--- config.mk ---
export PLATFORM = sky130hd
export DESIGN_NAME = periodic_timer_table
export DESIGN_NICKNAME = d
export VERILOG_FILES = /design/src/rtl/ptt_pkg.sv /design/src/rtl/periodic_timer_table.sv /design/src/rtl/ptt_slot_ram.sv /design/src/rtl/ptt_ticks.sv
export SDC_FILE = /design/constraint.sdc
export NUM_CORES = 2
export LEC_CHECK = 0
export ABC_AREA = 1
export BUFFER_PORTS_ARGS = -buffer_cell sky130_fd_sc_hd__buf_2
export CELL_PAD_IN_SITES_DETAIL_PLACEMENT = 1
export CELL_PAD_IN_SITES_GLOBAL_PLACEMENT = 1
export CORE_ASPECT_RATIO = 1.75
export CORE_MARGIN = 2
export CORE_UTILIZATION = 52
export CTS_CLUSTER_DIAMETER = 50
export DETAILED_ROUTE_END_ITERATION = 6
export PLACE_DENSITY_LB_ADDON = 0.1
export SYNTH_ARGS = -nofsm -noshare
export SYNTH_HDL_FRONTEND = slang
export SYNTH_SLANG_ARGS = --single-unit
--- constraint.sdc ---
create_clock -name clk -period 15.9 [get_ports clk]
set_clock_uncertainty 0.05 [all_clocks]
set_input_delay 0.795 -clock clk [delete_from_list [all_inputs] [get_ports clk]]
set_output_delay 0.795 -clock clk [all_outputs]
set_load 0.01 [all_outputs]
--- src/rtl/ptt_pkg.sv ---
// Shared types and constants for the periodic timer table.
// Used by the top level and ptt_ticks; depends on nothing else.
`default_nettype none

package ptt_pkg;

  localparam int MAX_TIMERS = 16;
  localparam int SLOT_W     = (MAX_TIMERS > 1) ? $clog2(MAX_TIMERS) : 1;

  localparam int ID_W      = 28;
  localparam int TICKS_W   = 29;
  localparam int REPEAT_W  = 32;
  localparam int TARGET_W  = 29;
  localparam int MS_W      = 32;
  localparam int FUNC_W    = 3;
  localparam int STATUS_W  = 2;

  localparam logic [ID_W-1:0] FIRST_ID_BASE = 28'h000_0010;
  localparam logic [ID_W-1:0] ID_WRAP_POINT = 28'hF00_0000;

  // timeout_ms / TICK_MS by multiplication with a rounded-up reciprocal
  localparam int TICK_MS   = 10;
  localparam int DIV_SHIFT = 35;
  localparam logic [MS_W-1:0] DIV_MAGIC =
    32'(((64'd1 << DIV_SHIFT) + 64'(TICK_MS) - 64'd1) / 64'(TICK_MS));

  localparam logic [FUNC_W-1:0] FUNC_TICK   = 3'd0;
  localparam logic [FUNC_W-1:0] FUNC_START  = 3'd1;
  localparam logic [FUNC_W-1:0] FUNC_CHANGE = 3'd2;
  localparam logic [FUNC_W-1:0] FUNC_STOP   = 3'd3;
  localparam logic [FUNC_W-1:0] FUNC_QUERY  = 3'd4;

  localparam logic [STATUS_W-1:0] STATUS_OK        = 2'd0;
  localparam logic [STATUS_W-1:0] STATUS_NOT_FOUND = 2'd1;
  localparam logic [STATUS_W-1:0] STATUS_FULL      = 2'd2;

  typedef struct packed {
    logic [ID_W-1:0]     id;
    logic [TICKS_W-1:0]  remain;
    logic [TICKS_W-1:0]  reload;
    logic [REPEAT_W-1:0] repeats;
    logic                forever_flag;
  } slot_entry_t;

  localparam int ENTRY_W = $bits(slot_entry_t);

  typedef struct packed {
    logic [STATUS_W-1:0] status;
    logic [ID_W-1:0]     result_id;
    logic                exists;
    logic                fired;
    logic                last;
  } result_t;

endpackage

`default_nettype wire

--- src/rtl/periodic_timer_table.sv ---
// Periodic timer table: top level with the slot walker and result register.
// Depends on ptt_pkg, ptt_slot_ram and ptt_ticks.
//
// Usage: each input transfer on s_axis carries one operation in tuser (tick,
// start, change, stop, query). Every operation gives exactly one result on
// m_axis, except a tick, which gives one result per expiring timer in slot
// order (tuser set), or a single result with tuser clear if none expires.
// tlast marks the final result of each operation.
// Start and unused codes do not read the slot memory; tick, change, stop and
// query walk it one slot a cycle, set by its single read port, unless a tick
// walk stalls; change, stop and query end at the first matching slot.
// The next input is taken only once the result is in the output register.
// After a walk, the final result goes to resp and then the output register.
// A stalled receiver holds the result register; a tick walk pauses at the
// next expiring timer until the register frees, other operations finish
// their walk and wait before the next input is taken.
// Reset clears all slots, sets the id counter to 0x10 and forever_marker
// to all ones; the slot memory needs no clearing pass.
`default_nettype none

module periodic_timer_table (
  input  wire logic        clk,
  input  wire logic        rst,
  input  wire logic        cfg_we,
  input  wire logic [31:0] cfg_wdata,
  input  wire logic        s_axis_tvalid,
  output logic             s_axis_tready,
  // target_id [28:0], timeout [60:29], repeats [92:61], zero [95:93]
  input  wire logic [95:0] s_axis_tdata,
  // func [2:0]
  input  wire logic [2:0]  s_axis_tuser,
  output logic             m_axis_tvalid,
  input  wire logic        m_axis_tready,
  // status [1:0], result_id [29:2], exists [30], zero [31]
  output logic [31:0]      m_axis_tdata,
  // fired [0]
  output logic             m_axis_tuser,
  output logic             m_axis_tlast
);

  typedef enum logic [2:0] {
    ST_IDLE, ST_CALC, ST_START, ST_READ, ST_PROC, ST_RESP
  } state_t;

  state_t state;

  logic [ptt_pkg::FUNC_W-1:0]     func_q;
  logic [ptt_pkg::TARGET_W-1:0]   target_q;
  logic [ptt_pkg::MS_W-1:0]       tmo_q;
  logic [ptt_pkg::REPEAT_W-1:0]   rep_q;
  logic [31:0]                    forever_marker;
  logic [ptt_pkg::MAX_TIMERS-1:0] slot_valid;
  logic [ptt_pkg::ID_W-1:0]       last_given_id;
  logic [ptt_pkg::SLOT_W-1:0]     idx;
  logic                           pend_valid;
  logic [ptt_pkg::ID_W-1:0]       pend_id;
  ptt_pkg::result_t               resp;
  logic                           out_valid;
  ptt_pkg::result_t               out_data;

  logic [ptt_pkg::TICKS_W-1:0]    ticks;
  logic [ptt_pkg::ENTRY_W-1:0]    rdata;
  ptt_pkg::slot_entry_t           e;
  ptt_pkg::slot_entry_t           wentry;
  logic                           mem_we;
  logic [ptt_pkg::SLOT_W-1:0]     mem_waddr;
  logic                           mem_re;
  logic [ptt_pkg::SLOT_W-1:0]     mem_raddr;

  logic                           out_free;
  logic                           out_load;
  logic                           v;
  logic [ptt_pkg::TICKS_W-1:0]    rem_dec;
  logic [ptt_pkg::REPEAT_W-1:0]   rep_dec;
  logic                           fire;
  logic                           keep;
  logic                           match;
  logic                           is_tick;
  logic                           last_slot;
  logic                           proc_stall;
  logic                           proc_go;
  logic                           free_found;
  logic [ptt_pkg::SLOT_W-1:0]     free_idx;
  logic [ptt_pkg::ID_W-1:0]       new_id;
  logic                           fin_pend;
  logic [ptt_pkg::ID_W-1:0]       fin_id;

  ptt_ticks u_ticks (
    .clk      (clk),
    .delay_ms (tmo_q),
    .ticks    (ticks)
  );

  ptt_slot_ram #(
    .DATA_W (ptt_pkg::ENTRY_W),
    .DEPTH  (ptt_pkg::MAX_TIMERS),
    .ADDR_W (ptt_pkg::SLOT_W)
  ) u_slot_ram (
    .clk   (clk),
    .we    (mem_we),
    .waddr (mem_waddr),
    .wdata (wentry),
    .re    (mem_re),
    .raddr (mem_raddr),
    .rdata (rdata)
  );

  assign e             = ptt_pkg::slot_entry_t'(rdata);
  assign s_axis_tready = (state == ST_IDLE);
  assign out_free      = !out_valid || m_axis_tready;

  assign v          = slot_valid[idx];
  assign rem_dec    = (e.remain != '0) ? e.remain - ptt_pkg::TICKS_W'(1) : '0;
  assign fire       = v && (rem_dec == '0);
  assign rep_dec    = (!e.forever_flag && e.repeats != '0) ?
                      e.repeats - ptt_pkg::REPEAT_W'(1) : e.repeats;
  assign keep       = e.forever_flag || (rep_dec != '0);
  assign match      = v && !target_q[ptt_pkg::TARGET_W-1] &&
                      (e.id == target_q[ptt_pkg::ID_W-1:0]);
  assign is_tick    = (func_q == ptt_pkg::FUNC_TICK);
  assign last_slot  = (idx == ptt_pkg::SLOT_W'(ptt_pkg::MAX_TIMERS - 1));
  assign proc_stall = is_tick && fire && pend_valid && !out_free;
  assign proc_go    = (state == ST_PROC) && !proc_stall;
  assign new_id     = last_given_id + ptt_pkg::ID_W'(1);
  assign fin_pend   = pend_valid || fire;
  assign fin_id     = fire ? e.id : pend_id;
  assign out_load   = (proc_go && is_tick && fire && pend_valid) ||
                      ((state == ST_RESP) && out_free);

  always_comb begin
    free_found = 1'b0;
    free_idx   = '0;
    for (int i = ptt_pkg::MAX_TIMERS - 1; i >= 0; i--) begin
      if (!slot_valid[i]) begin
        free_found = 1'b1;
        free_idx   = ptt_pkg::SLOT_W'(i);
      end
    end
  end

  always_comb begin
    mem_re    = (state == ST_READ) ||
                (proc_go && !last_slot && (is_tick || !match));
    mem_raddr = (state == ST_READ) ? idx : idx + ptt_pkg::SLOT_W'(1);
    mem_we    = 1'b0;
    mem_waddr = idx;
    wentry    = e;
    if (state == ST_START) begin
      mem_we               = free_found;
      mem_waddr            = free_idx;
      wentry.id            = new_id;
      wentry.remain        = ticks;
      wentry.reload        = ticks;
      wentry.repeats       = rep_q;
      wentry.forever_flag  = (rep_q == forever_marker);
    end else if (proc_go && is_tick) begin
      mem_we = v;
      if (fire) begin
        wentry.remain  = keep ? e.reload : rem_dec;
        wentry.repeats = rep_dec;
      end else begin
        wentry.remain  = rem_dec;
      end
    end else if (proc_go && func_q == ptt_pkg::FUNC_CHANGE) begin
      mem_we         = match;
      wentry.remain  = ticks;
      wentry.reload  = ticks;
      wentry.repeats = rep_q;
    end
  end

  always_ff @(posedge clk) begin
    if (rst) begin
      state          <= ST_IDLE;
      forever_marker <= '1;
      slot_valid     <= '0;
      last_given_id  <= ptt_pkg::FIRST_ID_BASE;
      pend_valid     <= 1'b0;
      out_valid      <= 1'b0;
    end else begin
      if (cfg_we) begin
        forever_marker <= cfg_wdata;
      end
      out_valid <= out_load || (out_valid && !m_axis_tready);
      unique case (state)
        ST_IDLE: begin
          if (s_axis_tvalid) begin
            func_q   <= s_axis_tuser;
            target_q <= s_axis_tdata[28:0];
            tmo_q    <= s_axis_tdata[60:29];
            rep_q    <= s_axis_tdata[92:61];
            state    <= ST_CALC;
          end
        end
        ST_CALC: begin
          idx        <= '0;
          pend_valid <= 1'b0;
          case (func_q) inside
            ptt_pkg::FUNC_START: begin
              state <= ST_START;
            end
            ptt_pkg::FUNC_TICK, ptt_pkg::FUNC_CHANGE,
            ptt_pkg::FUNC_STOP, ptt_pkg::FUNC_QUERY: begin
              state <= ST_READ;
            end
            default: begin
              resp  <= '{status: ptt_pkg::STATUS_OK, result_id: '0, exists: 1'b0,
                         fired: 1'b0, last: 1'b1};
              state <= ST_RESP;
            end
          endcase
        end
        ST_START: begin
          if (free_found) begin
            slot_valid[free_idx] <= 1'b1;
            last_given_id <= (new_id == ptt_pkg::ID_WRAP_POINT) ?
                             ptt_pkg::FIRST_ID_BASE : new_id;
            resp <= '{status: ptt_pkg::STATUS_OK, result_id: new_id, exists: 1'b0,
                      fired: 1'b0, last: 1'b1};
          end else begin
            resp <= '{status: ptt_pkg::STATUS_FULL, result_id: '0, exists: 1'b0,
                      fired: 1'b0, last: 1'b1};
          end
          state <= ST_RESP;
        end
        ST_READ: begin
          state <= ST_PROC;
        end
        ST_PROC: begin
          if (!proc_stall) begin
            if (is_tick) begin
              if (fire) begin
                if (!keep) begin
                  slot_valid[idx] <= 1'b0;
                end
                if (pend_valid) begin
                  out_data  <= '{status: ptt_pkg::STATUS_OK, result_id: pend_id,
                                 exists: 1'b0, fired: 1'b1, last: 1'b0};
                end
                pend_valid <= 1'b1;
                pend_id    <= e.id;
              end
              if (last_slot) begin
                resp  <= '{status: ptt_pkg::STATUS_OK,
                           result_id: fin_pend ? fin_id : '0,
                           exists: 1'b0, fired: fin_pend, last: 1'b1};
                state <= ST_RESP;
              end else begin
                idx <= idx + ptt_pkg::SLOT_W'(1);
              end
            end else if (match) begin
              if (func_q == ptt_pkg::FUNC_STOP) begin
                slot_valid[idx] <= 1'b0;
              end
              resp  <= '{status: ptt_pkg::STATUS_OK, result_id: '0,
                         exists: (func_q == ptt_pkg::FUNC_QUERY),
                         fired: 1'b0, last: 1'b1};
              state <= ST_RESP;
            end else if (last_slot) begin
              resp  <= '{status: (func_q == ptt_pkg::FUNC_CHANGE) ?
                                 ptt_pkg::STATUS_NOT_FOUND : ptt_pkg::STATUS_OK,
                         result_id: '0, exists: 1'b0, fired: 1'b0, last: 1'b1};
              state <= ST_RESP;
            end else begin
              idx <= idx + ptt_pkg::SLOT_W'(1);
            end
          end
        end
        ST_RESP: begin
          if (out_free) begin
            out_data   <= resp;
            pend_valid <= 1'b0;
            state      <= ST_IDLE;
          end
        end
        default: begin
          state <= ST_IDLE;
        end
      endcase
    end
  end

  assign m_axis_tvalid = out_valid;
  assign m_axis_tdata  = {1'b0, out_data.exists, out_data.result_id, out_data.status};
  assign m_axis_tuser  = out_data.fired;
  assign m_axis_tlast  = out_data.last;

  a_id_never_wrap: assert property (@(posedge clk) disable iff (rst)
    last_given_id != ptt_pkg::ID_WRAP_POINT)
    else $error("id counter holds the wrap point");

  a_start_claims_slot: assert property (@(posedge clk) disable iff (rst)
    (state == ST_START) && free_found |=>
      $countones(slot_valid) == $countones($past(slot_valid)) + 1)
    else $error("start did not claim exactly one slot");

  a_pend_in_walk: assert property (@(posedge clk) disable iff (rst)
    pend_valid |-> (state == ST_PROC) || (state == ST_RESP))
    else $error("pending firing outside a tick walk");

  a_proc_write_own_slot: assert property (@(posedge clk) disable iff (rst)
    mem_we && (state == ST_PROC) |-> mem_waddr == idx && !(mem_re && mem_raddr == idx))
    else $error("walk write overlaps its own read");

endmodule

`default_nettype wire

--- src/rtl/ptt_slot_ram.sv ---
// Generic single-write, single-read synchronous RAM with registered read data.
// Holds the timer slot entries; no package dependency.
`default_nettype none

module ptt_slot_ram #(
  parameter int DATA_W = 8,
  parameter int DEPTH  = 16,
  parameter int ADDR_W = 4
) (
  input  wire logic              clk,
  input  wire logic              we,
  input  wire logic [ADDR_W-1:0] waddr,
  input  wire logic [DATA_W-1:0] wdata,
  input  wire logic              re,
  input  wire logic [ADDR_W-1:0] raddr,
  output logic      [DATA_W-1:0] rdata
);

  logic [DATA_W-1:0] mem [DEPTH];

  always_ff @(posedge clk) begin
    if (we) begin
      mem[waddr] <= wdata;
    end
  end

  always_ff @(posedge clk) begin
    if (re) begin
      rdata <= mem[raddr];
    end
  end

endmodule

`default_nettype wire

--- src/rtl/ptt_ticks.sv ---
// Converts a millisecond timeout into a tick count, at least one tick.
// One registered reciprocal multiply; uses ptt_pkg constants.
`default_nettype none

module ptt_ticks (
  input  wire logic                         clk,
  input  wire logic [ptt_pkg::MS_W-1:0]     delay_ms,
  output logic      [ptt_pkg::TICKS_W-1:0]  ticks
);

  logic [2*ptt_pkg::MS_W-1:0] prod;
  logic [ptt_pkg::TICKS_W-1:0] quot;

  always_ff @(posedge clk) begin
    prod <= 64'(delay_ms) * 64'(ptt_pkg::DIV_MAGIC);
  end

  assign quot  = prod[ptt_pkg::DIV_SHIFT +: ptt_pkg::TICKS_W];
  assign ticks = (quot == '0) ? ptt_pkg::TICKS_W'(1) : quot;

endmodule

`default_nettype wire
==> results.cfg <==
[synth]
synth_edf_count = 2216
synth-main-ff-cell = edfxtp_1
syn_area_per_cell_um2 = 11.4
synth-async-reset-ratio_pct = 0
yosysSeqAreaShare_pct = 60.7
yosysUniqueCellTypes = 56
syn_inst = 9945
synthDominantCellAreaShare_pct = 58.8
netlist_area_um2 = 113000
synth-seq-cells = 2326
ys.warnings.count = 0
synth_nets = 10800
synth.largest_area_cell = edfxtp_1
synth_area_leaders = edfxtp_1 59%, fa_1 6.8%, o21ai_0 5.6%, nor2_1 4.4%, nand2_1 4.2%

[timing]
max_freq_mhz = 128
tightestPinTransition_ns = 1.35
period_share_pct = 49.3
tns_ns = 0
whs_ns = 0.0424
hold_viol_final = 0
finalSetupViolations = 0
final_max_slew_viol_count = 0
fin_crit_ns = 7.84
maxSlewHeadroom_pct = 9.36
grt_setup_unrepaired = false

[global_routing]
grt_pass1_vias = 86800
grt_max_degree = 201
grt_use_total_pct = 33.4
antenna_found_initial = 2
grt_pass1_wl_um = 552000
grt-ovfl-total = 0

[route]
vias_per_cell = 6.15
firstDrtPassIters = 6
post_drt_wl_per_cell_um = 28.5
final_antenna_net_count = 0
route.vias.total = 80400
wl_um = 373000
post-route-drc-count = 0
drt_iter0_drc = 6645

[run]
cap_violations = 0

[clock_tree]
cts_max_level = 4
cts_tree = yes
cts_max_path_buffers = 4
cts_setup_buffers = 0
clk_pin_slew_ns = 0.07
clk_latency_ns = 0.94
cts-root-buf = clkbuf_16
numCtsBuffers = 217
cts.sinks = 2326

[placement]
gp_congestion = 0.979
dp_hpwl_um = 232000
port_buffers = 167

[cells_and_area]
layout-drive-gt1-share_pct = 7.27
layout_common_cells = 2216 x edfxtp_1, 1305 x nor2_1, 1261 x nand2_1, 1258 x o21ai_0, 946 x inv_1
area_growth_pct = 10.4
seqCellArea_um2 = 68700
fillers = 22400
multi_input_area_um2 = 39000
finalNetCount = 10900
fin_util_pct = 57.7
mostFrequentLayoutCell = edfxtp_1

[floorplan]
coreArea_um2 = 217000
row_count = 226
io-pin-count = 172
fp.dieH_um = 621
initial_utilization_pct = 52.3
die_w_um = 357
die_area_um2 = 222000

[critical_path]
cp-startpoint = tmo_q[2]
path_class = register to register
required_ns = 16.62
reg2reg_slack_ns = 8.06
rr_worst_depth = 21
crit_path_start_kind = register
cp.arrival_ns = 8.55
end_kind = register
worst_r2r_startpoint = tmo_q[2]
cp-endpoint = u_ticks.prod[57]
rr_endpoint = u_ticks.prod[57]
cp_max_fo = 7

[worst_hold_path]
hp-class = input pin to register

[pwr]
clkPwrFrac_pct = 18.8
comb_power_share_pct = 55.3
seq_power_share_pct = 25.9
peakVddDrop_mv = 0.713
p_int_mw = 15.2
p_total_mw = 28.2
switching_share_pct = 46.0
p_sw_mw = 13.0
power.density_nw_per_um2 = 226
p_leak_nw = 46.1

[run_status]
status = finished clean
==> sequential cells by signal, summed over array words and instances (netlist names), 31 cells and up <==
signal            cells
u_slot_ram.rdata    119
forever_marker       32
resp                 32
tmo_q                32
u_slot_ram.mem     1904
rep_q                32
m_axis_tdata         31
==> worst min-delay path by stage <==
stage	startpoint	to	slack, ns	cells past startpoint
after floorplan	last_given_id[3]	last_given_id[3]	0.39	2
after global placement	last_given_id[3]	last_given_id[3]	0.40	2
after detailed placement	last_given_id[3]	last_given_id[3]	0.41	2
after CTS	s_axis_tdata[36]	tmo_q[7]	0.0001	1
after global routing	s_axis_tdata[30]	tmo_q[1]	0.02	1
final	s_axis_tdata[30]	tmo_q[1]	0.04	1
==> per-stage QoR <==
step                      cells  cell area, um^2  setup WS (ns)
after detailed placement  12600           117000           8.24
after CTS                 13100           125000           8.16
after floorplan            9945           113000           4.82
final                     13100           125000           8.06
after global routing      13100           125000           7.92
after global placement    12600           117000           8.27
==> synth_stat cells, types with 135 or more instances <==
cell,n
edfxtp_1,2216
nor2_1,1322
o21ai_0,1273
nand2_1,1264
inv_1,955
clkbuf_1,446
fa_1,387
ha_1,353
o221ai_1,347
nand3_1,338
a21oi_1,170
o211ai_1,144
o22ai_1,135
==> power groups by stage <==
stage / sequential [mW] / combinational [mW] / clock [mW]
final: 7.31 / 15.6 / 5.30
after global placement: 7.43 / 15.1 / 0
after global routing: 7.31 / 17.4 / 5.55
after floorplan: 7.34 / 10.1 / 0
after detailed placement: 7.43 / 15.4 / 0
after CTS: 7.31 / 15.6 / 5.36
==> cells by family (layout without fill, tap and decap cells) <==
family / after synthesis / after routing / share of synthesized area [%]
buffers and inverters: 1483 / 1772 / 5.01
AND/OR/NAND/NOR: 3082 / 3082 / 11.0
AO/OA/AOI/OAI: 2156 / 2156 / 11.3
adder cells (fa/ha/maj): 740 / 740 / 10.7
XOR/XNOR: 157 / 157 / 1.21
flip-flops: 2326 / 2326 / 60.7
other: 1 / 4 / 0.00331
==> what timing repair did <==
action                                 CTS  global route
gates resized for setup                  0             0
endpoints found under the hold margin   66             0
hold buffers                            66             0
==> worst max-delay path, cell delays in order, from the launching register on <==
cell and delay (ns):
edfxtp_1 0.73, ha_1 0.56, xor2_1 0.91, xor2_1 0.29, fa_1 0.47, fa_1 0.57
fa_1 0.47, fa_1 0.48, fa_1 0.50, inv_1 0.06, fa_1 0.48, inv_1 0.05
ha_1 0.31, nand2_1 0.09, nor2_1 0.09, inv_1 0.07, nor2_1 0.14, and3_1 0.23
or3b_2 0.46, nand3_1 0.27, a41oi_1 0.20, xnor2_1 0.16
==> area by class of cell <==
class	instances	area share, %
diodes	3	0.00601
multi-input cells	6136	31.2
clock inverters	136	1.14
flip-flops and latches	2326	55.0
repair buffers	407	2.29
clock buffers	260	4.51
inverters	969	2.97
well taps	2850	2.85
==> routing by layer <==
metal,GRT usage [%],routed length [um]
met5,0,0
met4,17.3,21600
met3,4.03,19600
met2,59.2,194000
met1,39.6,138000
Power figures use the tool's default switching activity.
